### src/design/fractal_gradient_noise_height_macros.svh
// assertion macros for the fractal noise height block
`ifndef FRACTAL_GRADIENT_NOISE_HEIGHT_MACROS_SVH
`define FRACTAL_GRADIENT_NOISE_HEIGHT_MACROS_SVH
`ifndef SYNTHESIS
`define FGN_ASSERT_IMPL(label, clk, rst_n, ante, cons) \
	label: assert property (@(posedge clk) disable iff (!rst_n) (ante) |-> (cons)) \
	else $error("assertion failed");
`define FGN_ASSERT_NEXT(label, clk, rst_n, ante, cons) \
	label: assert property (@(posedge clk) disable iff (!rst_n) (ante) |=> (cons)) \
	else $error("assertion failed");
`else
`define FGN_ASSERT_IMPL(label, clk, rst_n, ante, cons)
`define FGN_ASSERT_NEXT(label, clk, rst_n, ante, cons)
`endif
`endif

### src/design/fgnh_pkg.sv
// shared types, constants and functions for the fractal noise height block
`timescale 1ns / 1ps
package fgnh_pkg;
	localparam int GRID_W = 8;
	localparam int FREQ_W = 24;
	localparam int OCT_W = 4;
	localparam int SCALE_W = 8;
	localparam int HEIGHT_W = 17;
	localparam int IDX_W = 2;

	localparam logic [IDX_W-1:0] REG_OCTAVE_COUNT = 2'd0;
	localparam logic [IDX_W-1:0] REG_BASE_FREQUENCY = 2'd1;
	localparam logic [IDX_W-1:0] REG_HEIGHT_GAIN = 2'd2;

	localparam logic [31:0] HASH_KX = 32'd374761393;
	localparam logic [31:0] HASH_KY = 32'd668265263;
	localparam logic [31:0] HASH_KM = 32'd1274126177;

	typedef logic [IDX_W-1:0] cfg_index_t;
	typedef logic [31:0] cfg_data_t;

	typedef struct packed {
		logic [OCT_W-1:0] octave_count;
		logic [FREQ_W-1:0] base_frequency;
		logic [SCALE_W-1:0] height_gain;
	} cfg_regs_t;

	// gradient select: value is +-x +-y on q16 offsets (20-bit signed result)
	function automatic logic signed [19:0] grad_f(input logic [1:0] h,
			input logic signed [17:0] x, input logic signed [17:0] y);
		logic signed [19:0] xe;
		logic signed [19:0] ye;
		xe = 20'(x);
		ye = 20'(y);
		case (h)
			2'd0: grad_f = xe + ye;
			2'd1: grad_f = ye - xe;
			2'd2: grad_f = xe - ye;
			default: grad_f = -xe - ye;
		endcase
	endfunction
endpackage

### src/design/fgnh_combine.sv
// octave weighting, sum and height scaling, two register stages
`timescale 1ns / 1ps
module fgnh_combine #(
	parameter int MAX_OCTAVES = 8
) (
	input logic clk,
	input logic en,
	input logic signed [17:0] noise [MAX_OCTAVES],
	input logic [fgnh_pkg::OCT_W-1:0] n_oct,
	input logic [fgnh_pkg::SCALE_W-1:0] scale,
	output logic signed [fgnh_pkg::HEIGHT_W-1:0] height
);
	import fgnh_pkg::*;

	logic signed [21:0] sum;
	logic signed [21:0] sum_s1;
	logic [SCALE_W-1:0] scale_s1;
	always_comb begin
		sum = '0;
		for (int k = 0; k < MAX_OCTAVES; k++)
			if (k < 32'(n_oct))
				sum = sum + 22'(noise[k] >>> k);
	end
	always_ff @(posedge clk) begin
		if (en) begin
			sum_s1 <= sum + 22'sd65536;
			scale_s1 <= scale;
		end
	end

	logic signed [31:0] prod;
	logic signed [22:0] h;
	assign prod = 32'(sum_s1) * $signed({24'd0, scale_s1});
	assign h = 23'(prod >>> 9);
	always_ff @(posedge clk) begin
		if (en) begin
			if (h < -23'sd32768)
				height <= -17'sd32768;
			else if (h > 23'sd65535)
				height <= 17'sd65535;
			else
				height <= 17'(h);
		end
	end
endmodule

### config.mk
export PLATFORM = sky130hd
export DESIGN_NAME = fgnh_combine
export DESIGN_NICKNAME = d
export VERILOG_FILES = /design/src/design/fractal_gradient_noise_height_macros.svh /design/src/design/fgnh_pkg.sv /design/src/design/fgnh_combine.sv
export SDC_FILE = /design/constraint.sdc
export NUM_CORES = 1
export LEC_CHECK = 0
export ABC_AREA = 0
export BUFFER_PORTS_ARGS = -buffer_cell sky130_fd_sc_hd__buf_2
export CAP_MARGIN = 25
export CORE_UTILIZATION = 57
export CTS_BUF_LIST = sky130_fd_sc_hd__clkbuf_4
export DETAILED_ROUTE_END_ITERATION = 12
export GPL_TIMING_DRIVEN = 0
export PLACE_DENSITY_LB_ADDON = 0.1
export SETUP_SLACK_MARGIN = 0.02
export SLEW_MARGIN = 20
export SYNTH_ARGS = -nofsm -noshare
export SYNTH_HDL_FRONTEND = slang
export SYNTH_SLANG_ARGS = --single-unit
### constraint.sdc
create_clock -name clk -period 13.7 [get_ports clk]
set_input_delay 2.74 -clock clk [delete_from_list [all_inputs] [get_ports clk]]
set_output_delay 2.74 -clock clk [all_outputs]
set_load 0.02 [all_outputs]
==> impl_metrics.json <==
{
  "fillCellCount": 2428,
  "synthTopCellsByCount": "219 x inv_1, 206 x ha_1, 204 x nand2_1",
  "die_w_um": 174,
  "synth_area_mm2": 0.0168,
  "synth_cell_types": 94,
  "drv_cap": 0,
  "antenna_found_initial": 6,
  "min_path_type": "flop to flop",
  "start_util_pct": 58.1,
  "clock_sinks": 47,
  "core-area_mm2": 0.0289,
  "wirelength_um": 50400,
  "start_kind": "primary input",
  "cp-end-kind": "flop",
  "cts_buffers": 5,
  "crit_buf_inv": 2,
  "synth_top_area_cell": "fa_1",
  "first_pass_iters": 5,
  "status": "finished, final reports clean",
  "crit_fanout": 8,
  "htreeDepth": 2,
  "syn2layout_area_growth_pct": 20.6,
  "cts.path.max_buffers": 2,
  "drc_errors": 0,
  "cp_data_arrival_time_ps": 13740,
  "antenna_left": 0,
  "synth_most_common_cell": "inv_1",
  "final_cells": 2740,
  "worstSetupPathType": "primary input to flop",
  "ios": 175,
  "grt_pass1_vias": 15801,
  "dp_hpwl_um": 39600,
  "hold_viol_final": 0,
  "grt_max_degree": 48,
  "viasPerCell": 6.01,
  "finish.net_count": 2854,
  "fin_crit_ps": 13580,
  "wl_per_cell_um": 18.4,
  "tritoncts": "built",
  "globalRoute.totalOverflow": 0,
  "grt_pass1_wl_um": 78000,
  "synth_edf_count": 47,
  "track_usage_pct": 31.8,
  "drv_slew": 0,
  "finalSetupViolations": 0,
  "design.die.area_mm2": 0.0301,
  "routabilityCongestion": 0.958,
  "drive_gt1_share_pct": 21.6,
  "die_h_um": 174,
  "critical_path.top_delay_family": "compound AO/OA/AOI/OAI gates",
  "setup_tns_ps": 0,
  "crit_required_ps": 13860,
  "async_reset_ff_share_pct": 0,
  "synth_nets": 2612,
  "synth_area_per_cell_um2": 7.96,
  "via_count": 16474,
  "worst_pin_slew_ps": 1020,
  "multi_input_comb_area_mm2": 0.0156,
  "rsz0062_at_grt": "yes",
  "regArea_mm2": 0.00141,
  "clk_pin_slew_ps": 190,
  "skew_ps": 43.5,
  "fin_crit_sh_pct": 99.1,
  "synth.area.top_cells": "fa_1 17%, ha_1 15%, edfxtp_1 8.4%",
  "row_count": 62,
  "fin_util_pct": 70.1,
  "cts_root_buffer": "clkbuf_4",
  "synth_seq_cells": 47,
  "max_stage_delay_ps": 580,
  "clk_latency_ps": 420,
  "synthCells": 2105,
  "cpMostUsedCell": "ha_4",
  "io_buffers": 138,
  "max-slew-margin-rel_pct": 31.0,
  "dp_cells": 2627,
  "yosysTopAreaCellShare_pct": 17.1,
  "ys_seq_area_share_pct": 8.42,
  "max_freq_mhz": 73.7,
  "drt_iter0_drc": 1311,
  "cp_slowest_cell": "or4_4",
  "synth_flop_cell": "edfxtp_1",
  "ys_warn_count": 0
}
-- tightest hold or removal path, cell delays in order (launching register included) --
cell and delay (ps):
edfxtp_1 420, nand4_1 110, o21bai_1 180, a21o_1 120, a21oi_1 110, nor2b_1 150
nor3_1 60, nor2_1 80, o21a_1 120
-- stage by stage --
step / area, µm² / hold slack (ps) / setup WS, ps
2_1_floorplan: 16800 / 1160 / 20.4
3_3_place_gp: 17900 / 1400 / -2100
3_5_place_dp: 17900 / 1420 / -2240
4_1_cts: 18900 / 1460 / 33.1
5_1_grt: 20200 / 1610 / -268
6_report: 20200 / 1430 / 123
-- path summary, 6_finish.rpt --
path               start    endpoint  slack, ps  cells past startpoint
max             n_oct[3]  sum_s1[21]        120                     54
min          scale_s1[0]   height[0]       1430                      8
max reg2reg  scale_s1[1]  height[11]       6700                     23
min reg2reg  scale_s1[0]   height[0]       1430                      8
-- per-layer routing --
| metal | wire length, µm | GRT usage [%] | part of all wire (%) |
|---|---|---|---|
| met5 | 0 | 0 | 0 |
| met3 | 2690 | 2.17 | 5.3 |
| met4 | 1730 | 11.1 | 3.4 |
| met2 | 24600 | 55.4 | 49 |
| met1 | 21400 | 41.5 | 42 |
-- cells by family after synthesis --
group / count (synthesis) / share of synthesized area (%)
simple gates: 675 / 19.7
compound gates: 573 / 22.9
fa+ha+maj: 352 / 32.6
buf+inv: 283 / 6.51
xor+xnor: 143 / 7.63
flops: 47 / 8.42
mux: 32 / 2.19
-- cell usage in the layout, fill, tap and decap left out, types with 8 or more instances in the layout --
cell	instances
a21o_1	76
buf_4	94
mux2_2	23
nand2_1	200
ha_2	13
a31oi_1	16
diode_2	8
o211ai_1	19
ha_4	34
buf_2	142
a211oi_1	21
a21oi_1	112
nor3_1	19
o21ai_1	20
nand2b_1	18
o21bai_1	15
inv_1	216
xor2_1	45
o21ai_0	70
fa_1	143
xnor2_1	82
edfxtp_1	47
or3_1	13
xnor2_2	9
and3_1	14
nor2b_1	20
o21a_1	44
clkbuf_1	46
nand4_1	13
a21oi_2	29
and2_1	127
nor2_1	155
o21ai_2	18
ha_1	159
nand3_1	34
-- repair_timing --
action / in CTS / in global routing
pin swaps: 49 / 123
setup buffers: 54 / 44
gates resized for setup: 106 / 191
endpoints found under the setup margin: 6 / 7
hold buffers: 0 / 0
-- flip-flops by register name (all words and copies together), names as in the netlist --
| signal | count |
|---|---|
| sum_s1 | 22 |
| scale_s1 | 8 |
| height | 17 |
-- final cells by class --
class	instances	share of cell area [%]
inverter	219	4.07
tap	384	2.38
multi-input combinational	1775	77.3
sequential	47	6.98
clock buffer	5	0.186
antenna	8	0.0990
clock inverter	3	0.229
timing repair buffer	236	7.25
buffer	63	1.47
Power is not shown: default switching activity piles up to over one toggle a cycle in this logic, so the estimate is an artifact.
